$ cat config.mk
export PLATFORM = sky130hd
export DESIGN_NAME = tlb_slot_allocator_top
export DESIGN_NICKNAME = d
export VERILOG_FILES = /design/src/design/tsa_pkg.sv /design/src/design/tlb_slot_allocator_top.sv /design/src/design/tsa_alloc.sv
export SDC_FILE = /design/constraint.sdc
export NUM_CORES = 1
export LEC_CHECK = 0
export BUFFER_PORTS_ARGS = -buffer_cell sky130_fd_sc_hd__clkbuf_2
export CAP_MARGIN = 20
export CELL_PAD_IN_SITES_DETAIL_PLACEMENT = 1
export CELL_PAD_IN_SITES_GLOBAL_PLACEMENT = 1
export CORE_UTILIZATION = 45
export CTS_BUF_LIST = sky130_fd_sc_hd__clkbuf_8 sky130_fd_sc_hd__clkbuf_16
export DETAILED_ROUTE_END_ITERATION = 7
export PLACE_DENSITY_LB_ADDON = 0.1
export SYNTH_ARGS = -nofsm -noshare
export SYNTH_HDL_FRONTEND = slang
export SYNTH_SLANG_ARGS = --single-unit
$ cat constraint.sdc
create_clock -name i_clk -period 3.4 [get_ports i_clk]
set_input_delay 0.34 -clock i_clk [delete_from_list [all_inputs] [get_ports i_clk]]
set_output_delay 0.34 -clock i_clk [all_outputs]
set_load 0.01 [all_outputs]
$ cat src/design/tsa_pkg.sv
// ----------------------------------------------------------------------------
// tsa_pkg: shared types and constants of the TLB slot allocator
// Request and result words, field widths and the invalid entry pattern.
// ----------------------------------------------------------------------------
package tsa_pkg;

    localparam int SLOT_W    = 6;
    localparam int WORD_W    = 32;
    localparam int PAGE_BITS = 12;
    localparam int TAG_W     = WORD_W - PAGE_BITS;

    localparam logic MODE_WRITE = 1'b0;
    localparam logic MODE_CLEAN = 1'b1;

    localparam logic [TAG_W-1:0] INVALID_HI_BASE = TAG_W'(20'h80000);

    typedef struct packed {
        logic              mode;
        logic              has_slot;
        logic [SLOT_W-1:0] given_slot;
        logic [WORD_W-1:0] entry_hi;
        logic [WORD_W-1:0] entry_lo;
    } t_req;

    typedef struct packed {
        logic [SLOT_W-1:0] slot;
        logic              replaced;
        logic [WORD_W-1:0] write_hi;
        logic [WORD_W-1:0] write_lo;
    } t_res;

endpackage

$ cat src/design/tlb_slot_allocator_top.sv
// ----------------------------------------------------------------------------
// tlb_slot_allocator_top: translation buffer slot allocator
// Request word in, slot and entry words out; one request per cycle unless the receiver stalls.
// ----------------------------------------------------------------------------
// Input channel (i_in_valid / o_in_ready) carries a request word: a write
// that names its slot or lets the block choose, or a clean of one slot.
// Output channel (o_out_valid / i_out_ready) returns one result word per
// request: the slot, the replacement flag and the words to store.
// A request is held in the input register; the map lookup and update happen
// together with the load of the result register. Throughput is one word per
// cycle while the receiver does not stall, set by the map update between
// those two registers.
// When the receiver stalls, the result register holds its word, the input
// register holds the next request, and o_in_ready drops once both are full.
// Reset clears the occupancy map, the victim pointer and both valid flags.
// ----------------------------------------------------------------------------
module tlb_slot_allocator_top #(
    parameter int NUM_SLOTS = 64
) (
    input  logic                        i_clk,
    input  logic                        i_rst_n,
    input  logic                        i_in_valid,
    output logic                        o_in_ready,
    input  logic                        i_mode,
    input  logic                        i_has_slot,
    input  logic [tsa_pkg::SLOT_W-1:0]  i_given_slot,
    input  logic [tsa_pkg::WORD_W-1:0]  i_entry_hi,
    input  logic [tsa_pkg::WORD_W-1:0]  i_entry_lo,
    output logic                        o_out_valid,
    input  logic                        i_out_ready,
    output logic [tsa_pkg::SLOT_W-1:0]  o_slot,
    output logic                        o_replaced,
    output logic [tsa_pkg::WORD_W-1:0]  o_write_hi,
    output logic [tsa_pkg::WORD_W-1:0]  o_write_lo
);
    import tsa_pkg::*;

    logic r_in_vld;
    t_req r_req;
    logic r_out_vld;
    t_res r_res;
    t_res alloc_res;
    logic advance;
    logic fire;

    assign advance    = !r_out_vld || i_out_ready;
    assign fire       = r_in_vld && advance;
    assign o_in_ready = !r_in_vld || advance;

    tsa_alloc #(
        .NUM_SLOTS (NUM_SLOTS)
    ) u_alloc (
        .i_clk   (i_clk),
        .i_rst_n (i_rst_n),
        .i_fire  (fire),
        .i_req   (r_req),
        .o_res   (alloc_res)
    );

    always_ff @(posedge i_clk) begin
        if (!i_rst_n) begin
            r_in_vld <= 1'b0;
        end else if (o_in_ready) begin
            r_in_vld <= i_in_valid;
        end
    end

    always_ff @(posedge i_clk) begin
        if (o_in_ready && i_in_valid) begin
            r_req.mode       <= i_mode;
            r_req.has_slot   <= i_has_slot;
            r_req.given_slot <= i_given_slot;
            r_req.entry_hi   <= i_entry_hi;
            r_req.entry_lo   <= i_entry_lo;
        end
    end

    always_ff @(posedge i_clk) begin
        if (!i_rst_n) begin
            r_out_vld <= 1'b0;
        end else if (advance) begin
            r_out_vld <= r_in_vld;
        end
    end

    always_ff @(posedge i_clk) begin
        if (fire) begin
            r_res <= alloc_res;
        end
    end

    assign o_out_valid = r_out_vld;
    assign o_slot      = r_res.slot;
    assign o_replaced  = r_res.replaced;
    assign o_write_hi  = r_res.write_hi;
    assign o_write_lo  = r_res.write_lo;

endmodule

$ cat src/design/tsa_alloc.sv
// ----------------------------------------------------------------------------
// tsa_alloc: occupancy map, victim pointer and slot selection
// Uses the given slot, else picks the lowest free slot or a round-robin victim, and updates the map.
// ----------------------------------------------------------------------------
module tsa_alloc #(
    parameter int NUM_SLOTS = 64
) (
    input  logic          i_clk,
    input  logic          i_rst_n,
    input  logic          i_fire,
    input  tsa_pkg::t_req i_req,
    output tsa_pkg::t_res o_res
);
    import tsa_pkg::*;

    localparam int IDX_W = $clog2(NUM_SLOTS);
    localparam int NUM_CODES = 1 << SLOT_W;
    localparam logic [IDX_W-1:0] LAST_IDX = IDX_W'(NUM_SLOTS - 1);

    logic [NUM_SLOTS-1:0] r_map;
    logic [NUM_SLOTS-1:0] n_map;
    logic [IDX_W-1:0]     r_victim;
    logic [IDX_W-1:0]     n_victim;

    logic [IDX_W-1:0]     mod_tbl [NUM_CODES];
    logic [IDX_W-1:0]     given_idx;
    logic [IDX_W-1:0]     free_idx;
    logic                 any_free;
    logic [IDX_W-1:0]     sel_idx;
    logic                 replace;
    logic [NUM_SLOTS-1:0] free_bits;
    logic [TAG_W-1:0]     inv_tag;

    for (genvar g = 0; g < NUM_CODES; g++) begin : g_mod
        assign mod_tbl[g] = IDX_W'(g % NUM_SLOTS);
    end

    assign given_idx = mod_tbl[i_req.given_slot];
    assign free_bits = ~r_map;
    assign any_free  = |free_bits;

    always_comb begin
        free_idx = '0;
        for (int i = NUM_SLOTS - 1; i >= 0; i--) begin
            if (free_bits[i]) begin
                free_idx = IDX_W'(i);
            end
        end
    end

    always_comb begin
        replace = 1'b0;
        sel_idx = given_idx;
        if (!i_req.has_slot) begin
            if (any_free) begin
                sel_idx = free_idx;
            end else begin
                sel_idx = r_victim;
                replace = 1'b1;
            end
        end
    end

    always_comb begin
        n_map    = r_map;
        n_victim = r_victim;
        if (i_req.mode == MODE_CLEAN) begin
            n_map[given_idx] = 1'b0;
        end else begin
            n_map[sel_idx] = 1'b1;
            if (replace) begin
                n_victim = (r_victim == LAST_IDX) ? '0 : r_victim + 1'b1;
            end
        end
    end

    assign inv_tag = INVALID_HI_BASE + TAG_W'(given_idx);

    always_comb begin
        if (i_req.mode == MODE_CLEAN) begin
            o_res.slot     = SLOT_W'(given_idx);
            o_res.replaced = 1'b0;
            o_res.write_hi = {inv_tag, {PAGE_BITS{1'b0}}};
            o_res.write_lo = '0;
        end else begin
            o_res.slot     = SLOT_W'(sel_idx);
            o_res.replaced = replace;
            o_res.write_hi = i_req.entry_hi;
            o_res.write_lo = i_req.entry_lo;
        end
    end

    always_ff @(posedge i_clk) begin
        if (!i_rst_n) begin
            r_map    <= '0;
            r_victim <= '0;
        end else if (i_fire) begin
            r_map    <= n_map;
            r_victim <= n_victim;
        end
    end

endmodule
### Yosys cells after proc, flatten, opt, wreduce, memory -nomap -nowiden

Memory sizes are Yosys's and may differ from the RTL's.
Index checks and enable logic that the tools add are counted.

| operators by class | value |
|---|---|
| reduce and logical (&&, ||, !) cells | 10 |
| bitwise gates (word level) | 6 |
| muxes and demuxes | 77 |
| add/sub/neg operators | 2 |
| equality and inequality tests | 1 |
| magnitude comparators | 5 |

Operators by type and width:

| cell | count |
|---|---|
| 6-bit 2-to-1 mux | 69 |
| 64-bit NOT | 2 |
| 71-bit 2-to-1 mux | 1 |
| 64-bit bitwise AND | 1 |
| 64-bit 2-to-1 mux | 1 |
| 64-bit bitwise OR | 1 |
| 64-bit OR reduction | 1 |
| 20-bit by 6-bit adder with 20-bit output (first input constant) | 1 |
| 6-bit by 7-bit < comparator with 1-bit output (second input constant) | 2 |
| 1-bit demux with 6-bit select | 2 |
| 6-bit by 1-bit greater-or-equal comparator with 1-bit output (second input constant) | 2 |
| 7-bit greater-or-equal comparator (second input constant) | 1 |
| 6-bit NOT with 7-bit output | 1 |
| 6-bit by 1-bit adder with 6-bit output (second input constant) | 1 |
| 6-bit == test (second input constant) | 1 |
| 1-bit logical AND | 4 |
| 1-bit 2-to-1 mux | 4 |
| 3-bit AND reduction | 1 |
| 1-bit logical NOT | 2 |
| 1-bit logical OR | 2 |
| 1-bit NOT | 1 |

| word-level totals | value |
|---|---|
| flip-flop bits (word level) | 215 |
| bits in read-only memories | 384 |
| word-level logic and storage cells | 116 |
| output and inout port bits | 73 |
| memories | 1 |

Memories:

| name | depth | bits a word | read ports | clocked after memory_dff | wr ports | RTL line | source |
|---|---|---|---|---|---|---|---|
| (name not given) | 64 | 6 | 1 | 0 | 0 | tsa_alloc.sv:38 | `assign given_idx = mod_tbl[i_req.given_slot];` |

### Depth between registers and ports, before layout

Gate-level depths: netlist of the first run.

| depth | value |
|---|---|
| depth in word-level cells | 73 |
| gate-level depth with buffers | 10 |

### By module

Synthesis of the first run repeated with hierarchy kept, for this count alone.

| unflattened totals | value |
|---|---|
| cells, all modules | 696 |
| area, all modules | 8,720.9 um2 |

By module, submodules not included:

| module | times used | cells an instance | area an instance (um2) |
|---|---|---|---|
| tlb_slot_allocator_top | 1 | 152 | 4,398.0 |
| tsa_alloc | 1 | 544 | 4,322.9 |

### Worst setup path after synthesis of the first run

No wires, ideal clock.

| path | value |
|---|---|
| kind | flip-flop to flip-flop |
| start | register r_out_vld, in the netlist o_out_valid |
| end | register u_alloc.r_map[43] |
| stages on the path, launching flop included | 8 |
| period minus slack after synthesis | 3.071 ns |
| data required time | 3.267 ns |
| path buffers | 0 |
| path slack | 0.329 ns |
| data arrival time | 2.939 ns |
| path through | dfxtp_1 nor2b_1 nand2b_1 inv_1 and3_1 nand3_1 o211ai_1 o41ai_1 |

| between the ends | value |
|---|---|
| word-level cells in the longest chain between the ends | 3 |

RTL lines:

| item | RTL line | source |
|---|---|---|
| start, declared | tlb_slot_allocator_top.sv:40 | `logic r_out_vld;` |
| start signal, assigned | tlb_slot_allocator_top.sv:82 | `r_out_vld <= r_in_vld;` |
| 1-bit logical NOT | tlb_slot_allocator_top.sv:46 | `assign advance = !r_out_vld \|\| i_out_ready;` |
| 1-bit logical OR | tlb_slot_allocator_top.sv:46 |  |
| 1-bit logical AND | tlb_slot_allocator_top.sv:47 | `assign fire = r_in_vld && advance;` |
| via fire | tlb_slot_allocator_top.sv:44 | `logic fire;` |
| end signal, assigned | tsa_alloc.sv:98 | `r_map <= n_map;` |
| end, declared | tsa_alloc.sv:20 | `logic [NUM_SLOTS-1:0] r_map;` |

The timed path passes the listed nets, and every way through them passes these cells.
A chain may end at the register's enable or synchronous reset.

### Worst setup path in the final report of the first run

| path | value |
|---|---|
| start | register u_alloc.r_map[13] |
| end | register u_alloc.r_map[3] |

| between the ends | value |
|---|---|
| word-level cells in the longest chain between the ends | 23 |
| elaborated cells on any way between the ends | 25 |

RTL lines:

| item | RTL line | source |
|---|---|---|
| 64-bit NOT * | tsa_alloc.sv:39 | `assign free_bits = ~r_map;` |
| 6-bit 2-to-1 mux (14 in a row) | tsa_alloc.sv:45 | `if (free_bits[i]) begin` |
| 6-bit 2-to-1 mux * | tsa_alloc.sv:55 | `if (any_free) begin` |
| 6-bit 2-to-1 mux * | tsa_alloc.sv:54 | `if (!i_req.has_slot) begin` |
| 6-bit by 7-bit < comparator with 1-bit output (not written as such) or 6-bit by 1-bit greater-or-equal comparator with 1-bit output (tied branches) | tsa_alloc.sv:70 | `n_map[sel_idx] = 1'b1;` |
| 1-bit logical AND (not written as such) | tsa_alloc.sv:70 |  |
| 1-bit 2-to-1 mux (not written as such) | tsa_alloc.sv:70 |  |
| 1-bit demux with 6-bit select * | n/a |  |
| 64-bit bitwise OR (no source line) * | n/a |  |
| 64-bit 2-to-1 mux * | tsa_alloc.sv:67 | `if (i_req.mode == MODE_CLEAN) begin` |

Every way passes the cells marked *; elsewhere a longest branch is shown, timed or not.

==> run summary, run 1 <==
The total wire length came out at 26,500 um. The core region is 19,500 um2. At the placement stage, the worst setup path has a slack of 0.300 ns. The via count came out at 6,910. The setup slack of the critical path after layout is 0.278 ns. In this run the critical register-to-register path is captured at u_alloc.r_map[3]$_SDFFE_PN0P_. Sequential elements use 64.2% of the synthesized area. The final-report hold violation count is 0. 0 antenna diodes ended up in the layout.

The leakage power is 3.94 nW. The number of iterations in the first detailed-routing pass came out at 5. The post-synthesis register bit count came out at 215. On the final layout, the worst clock skew is 0.0164 ns. The number of flops mapped to enable cells by yosys came out at 143.

The post-CTS setup buffer count is 0. Yosys mapped the design onto 60 distinct sky130hd cell types. The die is 143 um tall.

The largest fanout on the critical path is 12. For hold timing, the worst endpoint is r_req[19]$_DFFE_PP_. The number of DRC markers after the initial detailed-route iteration is 455.

The x dimension of the die came out at 143 um. The largest single stage delay on the critical path is 0.51 ns. In the synthesized netlist the async set-or-reset flop fraction comes to 0%. The length in cells of the worst reg-to-reg path came out at 7. In the post-synthesis netlist, the biggest area contributors are sky130_fd_sc_hd__edfxtp_1 (48%), sky130_fd_sc_hd__dfxtp_1 (16%), sky130_fd_sc_hd__o211ai_1 (5.7%).

The most frequent cell after synthesis is sky130_fd_sc_hd__edfxtp_1. The number of port buffers came out at 148. In this run the most critical hold path is launched from i_entry_lo[19]. The Yosys step of the flow raised 0 warnings. The critical path required time is 3.80 ns. The biggest area contributor in the post-synthesis netlist is sky130_fd_sc_hd__edfxtp_1. In the final routed layout, each cell accounts on average for 22.6 um.

The class of the tightest hold or removal check is in2reg. The slew at the pin closest to its max-slew limit came out at 0.993 ns. The routability congestion estimate is 0.889. For this design, the slowest cell found on the critical path is sky130_fd_sc_hd__nor4_1. For the worst-skew pair, the clock arrives at the later sink with an insertion delay of 0.51 ns. The via density per instance is 5.90. The effective utilization at floorplan came out at 45.9%.

The synthesized area divided by synthesized cell count is 12.7 um2. The maximum ir drop on the vdd rail came out at 454 uV. TritonCTS built the clock tree.

The worst setup path is captured at a flip-flop. CTS built an H-tree with a depth of 1. The max-slew violation total from the final report is 0.

The overall routing resource usage came out at 26.2%. The number of nets produced by synthesis is 782. The tool flagged a number of max-cap violations equal to 0.

The number of global-route vias before repair came to 7,217. The post-route minimum period is 3.12 ns. The run finished with clean final reports. The global-route wire length before repair is 40,400 um. Setup repair after global routing left no endpoint under its margin.

The data arrival time of the worst path came out at 3.52 ns. The share of post-route cells with drive strength above 1 is 25.0%. The start-to-end type of the worst setup path is reg2reg. The maximum number of pins on one net before global-route repair came out at 73. Adding up every negative setup slack in the final design gives 0 ns. The top cell type's share of synthesized area is 48.1%. The number of antenna violations at the first check in global routing is 0. The slack of the worst reg-to-reg path is 0.28 ns. The critical path goes through nand4_1, nor4_1, and4_1, a2bb2oi_4, o21a_1, nand3_4, o41ai_1. The layout-stage area growth over the synthesis result came out at 24.6%. The tightest slew margin relative to the limit is 33.8%. The cell count of the worst hold path came out at 1. The synthesized instance count came out at 705. Pin placement for this block handled 149 I/O pins. Clock tree synthesis found a total of 215 sinks. In the synthesized netlist, the cells that appear most often are sky130_fd_sc_hd__edfxtp_1 (143), sky130_fd_sc_hd__dfxtp_1 (72), sky130_fd_sc_hd__o211ai_1 (68), sky130_fd_sc_hd__nor2b_1 (64), sky130_fd_sc_hd__nand2_1 (41).

The number of buffers created by CTS came out at 23. The total standard cell area after synthesis is 8930 um2. The post-layout net count is 967. Setup violations remaining at the end of the flow were counted as 0.

The antenna violation net count after detailed routing came out at 0. The worst register-to-register path begins at u_alloc.r_map[13]$_SDFFE_PN0P_. The power density relative to cell area came out at 534 nW/um2. The worst setup path is launched from a flip-flop. For this run, the top clock speed supported by timing is 320 MHz. The area of the die is 20,400 um2. The maximum number of buffers from clock root to sink came out at 3. In the routed design, unresolved DRC markers number 0.

After clock tree synthesis, the clock-pin slew on the worst setup and hold paths is 0.06 ns. CTS placed an instance of sky130_fd_sc_hd__clkbuf_16 at the clock tree root. In the synthesized netlist the dominant register cell turns out to be sky130_fd_sc_hd__edfxtp_1.

The half-perimeter wire length after detailed placement came out at 17,400 um. The sum of overflow across all layers after global routing came out at 0. The post-route clock period utilization is 91.8%. The floorplan row count is 51.
[registers in the layout (all words and copies together), names as in the netlist]
signal	flops
o_write_lo	32
u_alloc.r_victim	6
u_alloc.r_map	64
o_write_hi	32
o_slot	6
r_req	72
o_out_valid	1
r_in_vld	1
o_replaced	1
[cell type report]
| class | count | area, um2 |
|---|---|---|
| clock buffer | 28 | 656 |
| clock inverter | 14 | 144 |
| fill | 1990 | 8330 |
| inverter | 18 | 67.6 |
| multi-input combinational | 435 | 2980 |
| sequential | 215 | 5740 |
| tap | 265 | 332 |
| timing repair buffer | 197 | 1220 |
[power breakdown]
| group | switching, mW | internal (mW) |
|---|---|---|
| logic | 0.244 | 0.138 |
| clock network | 1.02 | 1.59 |
| registers | 0.0360 | 2.90 |
[how the worst max path moves through the flow]
stage	from	endpoint	slack [ns]	cells past startpoint
6_report	u_alloc.r_map[13]$_SDFFE_PN0P_	u_alloc.r_map[3]$_SDFFE_PN0P_	0.28	7
5_1_grt	u_alloc.r_map[15]$_SDFFE_PN0P_	u_alloc.r_map[3]$_SDFFE_PN0P_	0.05	7
4_1_cts	u_alloc.r_map[15]$_SDFFE_PN0P_	u_alloc.r_map[14]$_SDFFE_PN0P_	0.27	7
3_5_place_dp	u_alloc.r_map[13]$_SDFFE_PN0P_	u_alloc.r_map[14]$_SDFFE_PN0P_	0.30	7
3_3_place_gp	u_alloc.r_map[25]$_SDFFE_PN0P_	u_alloc.r_map[30]$_SDFFE_PN0P_	0.40	7
2_1_floorplan	o_out_valid$_SDFFE_PN0P_	u_alloc.r_map[43]$_SDFFE_PN0P_	0.33	7
[kinds of logic after synthesis]
family / Yosys count / share of synthesized area (%)
xor gates and xnor gates: 5 / 0.490
AOI/OAI and AO/OA: 200 / 17.1
buffers and inverters: 55 / 2.68
and+or+nand+nor: 220 / 14.3
DFF: 215 / 64.2
muxes: 9 / 1.11
adders and majority gates: 1 / 0.140
[worst max-delay path, delay by kind of cell, from the launching register on]
family,cells,cell delay [ns]
DFF,1,0.42
AOI/OAI and AO/OA,3,1.02
and+or+nand+nor,4,1.57
[cells in the final DEF (no fill, tap or decap), types with 25 or more instances in the layout]
cell,instances
sky130_fd_sc_hd__o211ai_1,68
sky130_fd_sc_hd__edfxtp_1,143
sky130_fd_sc_hd__nand2_1,40
sky130_fd_sc_hd__nand4_1,29
sky130_fd_sc_hd__nor2_1,25
sky130_fd_sc_hd__dlygate4sd3_1,40
sky130_fd_sc_hd__o31ai_1,34
sky130_fd_sc_hd__o41ai_1,30
sky130_fd_sc_hd__clkbuf_2,148
sky130_fd_sc_hd__nor2b_1,64
sky130_fd_sc_hd__dfxtp_1,72
[metrics by stage]
| step | util [%] | hold slack, ns | std cells | cell area [um2] | power [mW] |
|---|---|---|---|---|---|
| 2_1_floorplan | - | 0.439 | 705 | 8930 | 3.17 |
| 3_3_place_gp | 51.0 | 0.484 | 1090 | 9930 | 3.32 |
| 3_5_place_dp | 51.0 | 0.493 | 1090 | 9930 | 3.33 |
| 4_1_cts | 57.1 | 0.0000294 | 1170 | 11100 | 5.97 |
| 5_1_grt | 57.2 | 0.000312 | 1172 | 11100 | 6.11 |
| 6_report | 57.2 | 0.0120 | 1172 | 11100 | 5.94 |
[layer usage]
metal	routed length, um	track usage [%]	up-vias
met4	1020	10.8	0
met3	1700	5.70	71
li1	-	-	3144
met5	0	0	-
met2	13000	43.9	233
met1	10800	32.7	3462
[what timing repair did]
action	CTS	global route
gates resized for setup	0	2
hold buffers	38	2
endpoints found under the setup margin	0	2
endpoints found under the hold margin	38	2
Note: power is estimated with default switching activity, not from simulation.
==> run 2: changes to the inputs <==
- ABC_CLOCK_PERIOD_IN_PS: unset -> 3400
- MAX_ROUTING_LAYER: unset -> met4
==> run summary, run 2 (synthesis gave the netlist of run 1 again) <==
The run finished with clean final reports. The first global-routing pass estimated 42,700 um of wire. The x dimension of the die came out at 143 um.

The slew at the pin closest to its max-slew limit is 0.995 ns. In the layout the commonest cells are sky130_fd_sc_hd__clkbuf_2 (148), sky130_fd_sc_hd__edfxtp_1 (143), sky130_fd_sc_hd__dfxtp_1 (72). The placed instances occupy a cell area of 9920 um2.

The slack of the worst reg-to-reg path came out at 0.26 ns. The number of remaining DRC errors came out at 0. The number of global-route vias before repair came out at 7,413.

After layout, the minimum clock period comes to 3.14 ns. The register with the most flip-flops in the final layout is r_req. The number of flip-flops in the largest register came out at 72.

The largest fanout on the critical path is 8. The critical path goes through nand4_2, nor4_4, nand4_1, o21ai_1, or2_0, nand4_2, o41ai_1. In this design, the critical path's most frequently occurring cell is sky130_fd_sc_hd__nand4_2. The area of the die is 20,400 um2. The critical path in this run is classified as reg2reg. The number of port buffers came out at 148.

The number of buffers created by CTS came out at 23. After clock tree synthesis, the clock-pin slew on the worst setup and hold paths is 0.06 ns. The layout-stage area growth over the synthesis result came out at 26.3%.

Dividing the detail-routed wire length by the instance count gives 23.6 um. The repair_antennas step left the layout with diodes totalling 0. The largest registers in the layout are r_req x72, u_alloc.r_map x64. The share of post-route cells with drive strength above 1 came out at 24.4%. The post-layout net count came out at 986.

Setup violations remaining at the end of the flow were counted as 0. The maximum ir drop on the vdd rail is 465 uV. The power density relative to cell area is 521 nW/um2. The first detailed-routing pass took 5 iterations.

The max-slew violation total from the final report is 0. The count of fill cells added during filler insertion came out at 1,983. The slowest stage of the critical path belongs to the cell sky130_fd_sc_hd__o41ai_1. The routability congestion estimate is 0.956. CTS built an H-tree with a depth of 1.

Data on the critical path arrives at its endpoint at 3.52 ns. TritonCTS built the clock tree. The buffer and inverter count on the worst path came out at 0.

The final sum of negative setup slack came out at 0 ns. The finished cells cover 11,300 um2. The number of DRC markers after the initial detailed-route iteration is 494. The core area came out at 19,500 um2. The highest clock frequency the design can meet came out at 319 MHz. The number of antenna violations at the first check in global routing is 0. The library cell used most frequently in the layout, excluding fill and tap cells, is sky130_fd_sc_hd__clkbuf_2.

Counting every sink on the clock net gives 215. The half-perimeter wire length after detailed placement is 17,400 um. 149 I/O pins were placed. After global routing the overflow that remains totals 0. The final-report hold violation count is 0. The kind of end point of the critical path is a flip-flop.

The tightest slew margin relative to the limit came out at 33.7%. The leakage power came out at 4.02 nW. The path class of the tightest hold or removal check is in2reg. Setup repair after global routing left no endpoint under its margin. The largest single stage delay on the critical path is 0.49 ns.

The initial utilization of the core area, before any placement, comes to 45.9%. Global routing consumed, over all layers together, 28.8% of the routing resources. The via density per instance is 5.92. The antenna violation net count after detailed routing came out at 0.

The via count is 7,047. The floorplan row count is 51. The setup skew after layout is 0.0124 ns.

The maximum number of buffers from clock root to sink is 3. The post-route clock period utilization is 92.3%. The reported max-cap violation count came out at 0. Data on the critical path is required at its endpoint by 3.78 ns.

At the later pin of the worst-skew pair, clock insertion delay measures 0.52 ns. The root buffer cell is sky130_fd_sc_hd__clkbuf_16. The vertical extent of the die is 143 um.

Among cell families on the critical path, the largest total delay comes from simple AND/OR/NAND/NOR gates. Entering global routing, the biggest net connects 73 pins. The total wire length is 28,100 um. The worst setup path is launched from a flip-flop. After layout, the design draws a total of 5.87 mW.
-- run 2: changes by cell type in the layout (fill, tap and decap cells not counted), sizes merged --
cell         previous run  this run
buf                     9        11
bufinv                  3         2
clkinv                  7         4
dlygate4sd3            40        57
inv                    22        26
-- run 2: power breakdown --
part           total [mW]  switching [mW]  internal, mW
clock                2.53            1.04          1.49
sequential           2.94          0.0424          2.90
combinational       0.401           0.251         0.150
total                5.87            1.33          4.54
-- run 2: path summary, 6_finish.rpt --
path                                        from                             end  cells past startpoint
setup / recovery  u_alloc.r_map[43]$_SDFFE_PN0P_  u_alloc.r_map[31]$_SDFFE_PN0P_                      7
hold / removal                     i_entry_lo[5]              r_req[5]$_DFFE_PP_                      1
setup reg to reg  u_alloc.r_map[43]$_SDFFE_PN0P_  u_alloc.r_map[31]$_SDFFE_PN0P_                      7
hold reg to reg            r_in_vld$_SDFFE_PN0N_        o_out_valid$_SDFFE_PN0P_                      2
-- run 2: layout make-up --
cell class	instances	area [um2]	share of cell area, %
clock inverters	14	114	1.01
flip-flops and latches	215	5740	50.9
multi-input cells	435	2990	26.5
well taps	265	332	2.94
inverters	18	67.6	0.599
repair buffers	216	1390	12.4
clock buffers	28	644	5.71
-- run 2: metrics by stage --
step                      utilization, %  instances  worst slack, ns  hold slack (ns)
after floorplan                        -        705            0.329            0.439
after global placement              51.0       1091            0.406            0.485
after detailed placement            51.0       1091            0.287            0.498
after CTS                           57.8       1190            0.274         0.000713
after global routing                57.9       1191           0.0620          0.00658
final                               57.9       1191            0.261           0.0113
-- run 2: worst reg2reg max path: cells and delay by family (launching register included) --
family,cells,cell delay [ns]
AO/OA/AOI/OAI,2,0.80
AND/OR/NAND/NOR,5,1.76
flip-flops,1,0.44
-- run 2: timing repair --
| item | CTS | global route |
|---|---|---|
| gates resized for setup | 0 | 3 |
| setup endpoints to repair | 0 | 4 |
| endpoints found under the hold margin | 57 | 0 |
| hold buffers | 57 | 0 |
| setup buffers | 0 | 1 |
-- run 2: per-layer routing --
metal | routed length [um] | global-route usage (%) | vias up
li1 | - | - | 3192
met1 | 11300 | 34.9 | 3495
met2 | 13900 | 47.8 | 279
met3 | 1830 | 5.87 | 81
met4 | 998 | 10.4 | 0
met5 | 0 | - | -
==> run 3: changes to the inputs <==
- ABC_AREA: unset -> 1
- CORE_UTILIZATION: 45 -> 43
==> run summary, run 3 <==
The sink count of the clock tree came out at 215. The antenna violation net count after detailed routing came out at 0. The largest fanout on the critical path came out at 5. The clock-pin slew on the worst setup and hold paths came out at 0.06 ns. The number of global-route vias before repair is 8,710.

sky130_fd_sc_hd__inv_1 is the most common cell in the netlist. In the post-synthesis netlist, the biggest area contributors are sky130_fd_sc_hd__edfxtp_1 (47%), sky130_fd_sc_hd__dfxtp_1 (16%), sky130_fd_sc_hd__a21oi_1 (7.3%). Cells with a size suffix above 1 make up 23.1% of the layout. The number of cells on the worst reg-to-reg path is 69. The checks that failed: negative setup slack. In this run the mean area of a mapped cell was 9.29 um2. The fraction of the mapped netlist area in compound gates came out at 12.3%. Of the total synthesized cell area, the portion taken by XOR and XNOR cells is 0%.

The final count of negative-setup-slack endpoints is 66. The distinct cell type count of the synthesized netlist is 26. The largest registers in the layout are r_req x72, u_alloc.r_map x64. Clock latency on the worst-skew pair, taken at its later pin, is 0.55 ns. Entering global routing, the biggest net connects 72 pins. The worst setup path is captured at a flip-flop. The cell count along the critical path came out at 69.

The maximum ir drop on the vdd rail came out at 387 uV. The data arrival time of the worst path is 4.75 ns. The fraction of registers with async set or reset after synthesis came out at 0%. r_req holds more flip-flops than any other register.

The total placed cells including tap cells is 1,427. The floorplan step set the die height to 148 um. The flow ran to the end, but the final reports show violations. The sum of overflow across all layers after global routing came out at 0. The number of inserted diodes is 0. The area of the die is 22,000 um2. Along the worst hold path, the cell count comes to 1. In this design, the largest share of critical-path delay is due to simple AND/OR/NAND/NOR gates. The x dimension of the die came out at 148 um. When the netlist entered floorplanning its net count stood at 1,066. The count of yosys warnings during synthesis came out at 0. Counting flops and latches in the post-synthesis netlist gives 215.

The placed instances occupy a cell area of 10,600 um2. Setup repair after global routing could not meet its margin everywhere. The overall routing resource usage is 29.7%.

In this run the biggest area consumer among cell types represents 46.7% of the synthesized area. The cell area after layout is 12,300 um2. The floorplan row count came out at 53. The number of antenna violations at the first check in global routing is 0. The number of flip-flops in the largest register came out at 72. The power density relative to cell area is 481 nW/um2. The half-perimeter wire length after detailed placement is 18,800 um. The analysis attributes to cell leakage a power of 4.78 nW. The reported max-cap violation count came out at 0.

The number of H-tree levels is 1. The design draws 5.94 mW. The number of DRC markers after the initial detailed-route iteration is 455. The sequential element share of the synthesized area is 62.4%. The slew at the pin closest to its max-slew limit came out at 1.13 ns. The commonest cells after synthesis are sky130_fd_sc_hd__inv_1 (149), sky130_fd_sc_hd__nand2_1 (144), sky130_fd_sc_hd__edfxtp_1 (143), sky130_fd_sc_hd__a21oi_1 (134), sky130_fd_sc_hd__nor2_1 (113). At the placement stage, the worst setup path has a slack of -0.775 ns. The post-route clock period utilization is 126%. In this run, synthesis inferred 143 flip-flops with an integrated enable. The worst setup path is launched from a flip-flop.

Summed over all layers, the routed wires come to 31,600 um. The buffer and inverter count on the worst path is 2. The tightest slew margin relative to the limit came out at 23.9%. In this run the clock root is driven by a sky130_fd_sc_hd__clkbuf_16. Among all stages on the critical path, the largest delay is contributed by sky130_fd_sc_hd__dfxtp_2. The global-route wire length before repair is 48,400 um. The routed length per placed instance is 20.4 um.

The final-report hold violation count is 0. By area, the combinational part of the netlist is dominated by simple AND/OR/NAND/NOR gates. The most frequent cell on the critical path is sky130_fd_sc_hd__nand2_1.

The synthesized-area fraction occupied by and/or/nand/nor cells came out at 17.1%. The setup slack of the critical path after layout came out at -0.893 ns. The effective utilization at floorplan came out at 43.9%.

The mux contribution to synthesized area came out at 0%. In the layout the commonest cells are sky130_fd_sc_hd__inv_1 (150), sky130_fd_sc_hd__clkbuf_2 (148), sky130_fd_sc_hd__nand2_1 (143), sky130_fd_sc_hd__edfxtp_1 (143), sky130_fd_sc_hd__nor2_1 (113). The max-slew violation total from the final report was 0.

The routability congestion estimate came out at 0.838. The number of iterations in the first detailed-routing pass is 4. The count of fill cells added during filler insertion came out at 2,422.

Timing would allow up to 233 MHz. The biggest area contributor in the post-synthesis netlist is sky130_fd_sc_hd__edfxtp_1. The final non-filler cell total came out at 1,546. The number of remaining DRC errors is 0. During placement, the flow inserted port buffers numbering 148. The total standard cell area after synthesis is 9190 um2.

The critical path is of the reg2reg type. The biggest cell delay along the critical path is 0.33 ns. The setup skew after layout came out at 0.0225 ns. The number of buffers created by CTS came out at 24. At the worst endpoint, the required time is 3.85 ns. The tightest min-delay check is of the in2reg type. The layout-stage area growth over the synthesis result is 34.4%.

The library cell used most frequently in the layout, excluding fill and tap cells, is sky130_fd_sc_hd__inv_1. After Yosys synthesis, full adders, half adders and majority gates account for 0.136% of the synthesized area. The maximum number of buffers from clock root to sink is 3.

The synthesized instance count is 989. The most used flip-flop cell after synthesis is sky130_fd_sc_hd__edfxtp_1. The post-layout net count is 1,332.

TritonCTS built the clock tree. The via density per instance is 5.33. The number of placed I/O pins is 149. The via count is 8,238. The core region is 21,000 um2. The smallest clock period supported by the final layout is computed as 4.29 ns. Adding up every negative setup slack in the final design gives -54.50 ns.
## run 3: changes by cell type in the layout (fill, tap and decap cells not counted), sizes merged, moves of 43 or more
cell / previous run / this run
inv: 26 / 153
nor2b: 64 / 0
o211ai: 68 / 3
a21oi: 15 / 134
nor2: 26 / 113
buf: 11 / 54
nand2: 41 / 147
o21ai: 17 / 79
## run 3: path summary, 6_finish.rpt
kind	from	endpoint	slack [ns]
hold reg to reg	u_alloc.r_map[2]$_SDFFE_PN0P_	u_alloc.r_map[2]$_SDFFE_PN0P_	0.50
hold / removal	i_entry_hi[15]	r_req[47]$_DFFE_PP_	0.02
setup reg to reg	u_alloc.r_map[63]$_SDFFE_PN0P_	u_alloc.r_map[12]$_SDFFE_PN0P_	-0.89
setup / recovery	u_alloc.r_map[63]$_SDFFE_PN0P_	u_alloc.r_map[12]$_SDFFE_PN0P_	-0.89
## run 3: stage by stage
stage	hold WS (ns)	utilization (%)
after floorplan	0.439	-
after global placement	0.481	50.5
after detailed placement	0.482	50.5
after CTS	0.0104	57.6
after global routing	0.0157	58.9
final	0.0210	58.9
## run 3: layout make-up
| class | count | area, um2 | area share [%] |
|---|---|---|---|
| Tap cell | 275 | 344 | 2.79 |
| Clock buffer | 24 | 601 | 4.86 |
| Sequential cell | 215 | 5740 | 46.5 |
| Inverter | 151 | 567 | 4.59 |
| Timing Repair Buffer | 276 | 1980 | 16.1 |
| Clock inverter | 18 | 125 | 1.01 |
| Multi-Input combinational cell | 587 | 2990 | 24.2 |
## run 3: timing repair
item                                    in CTS  in global routing
gates resized for setup                     10                 45
hold endpoints to repair                    71                  0
gates cloned                                 0                  2
hold buffers                                71                  0
endpoints found under the setup margin      66                 66
pin swaps                                    3                  8
buffers inserted                             1                  1
## run 3: cells by family after synthesis
logic type,after synthesis
AOI/OAI and AO/OA,222
adders and majority gates,1
buffers and inverters,187
DFF,215
and+or+nand+nor,364
## run 3: layer usage
layer  share of wire (%)  global-route usage (%)  up-vias
li1                    -                       -     3873
met1                  40                    34.6     4060
met2                  53                    53.1      247
met3                 5.3                    4.02       58
met4                 2.5                    8.71        0
met5                   0                       -        -
## run 3: power breakdown
group          leakage [nW]  internal [mW]  switching, mW
sequential             1.96           2.91         0.0483
clock                 0.367           1.36           1.09
combinational          2.45          0.203          0.336
total                  4.78           4.47           1.47
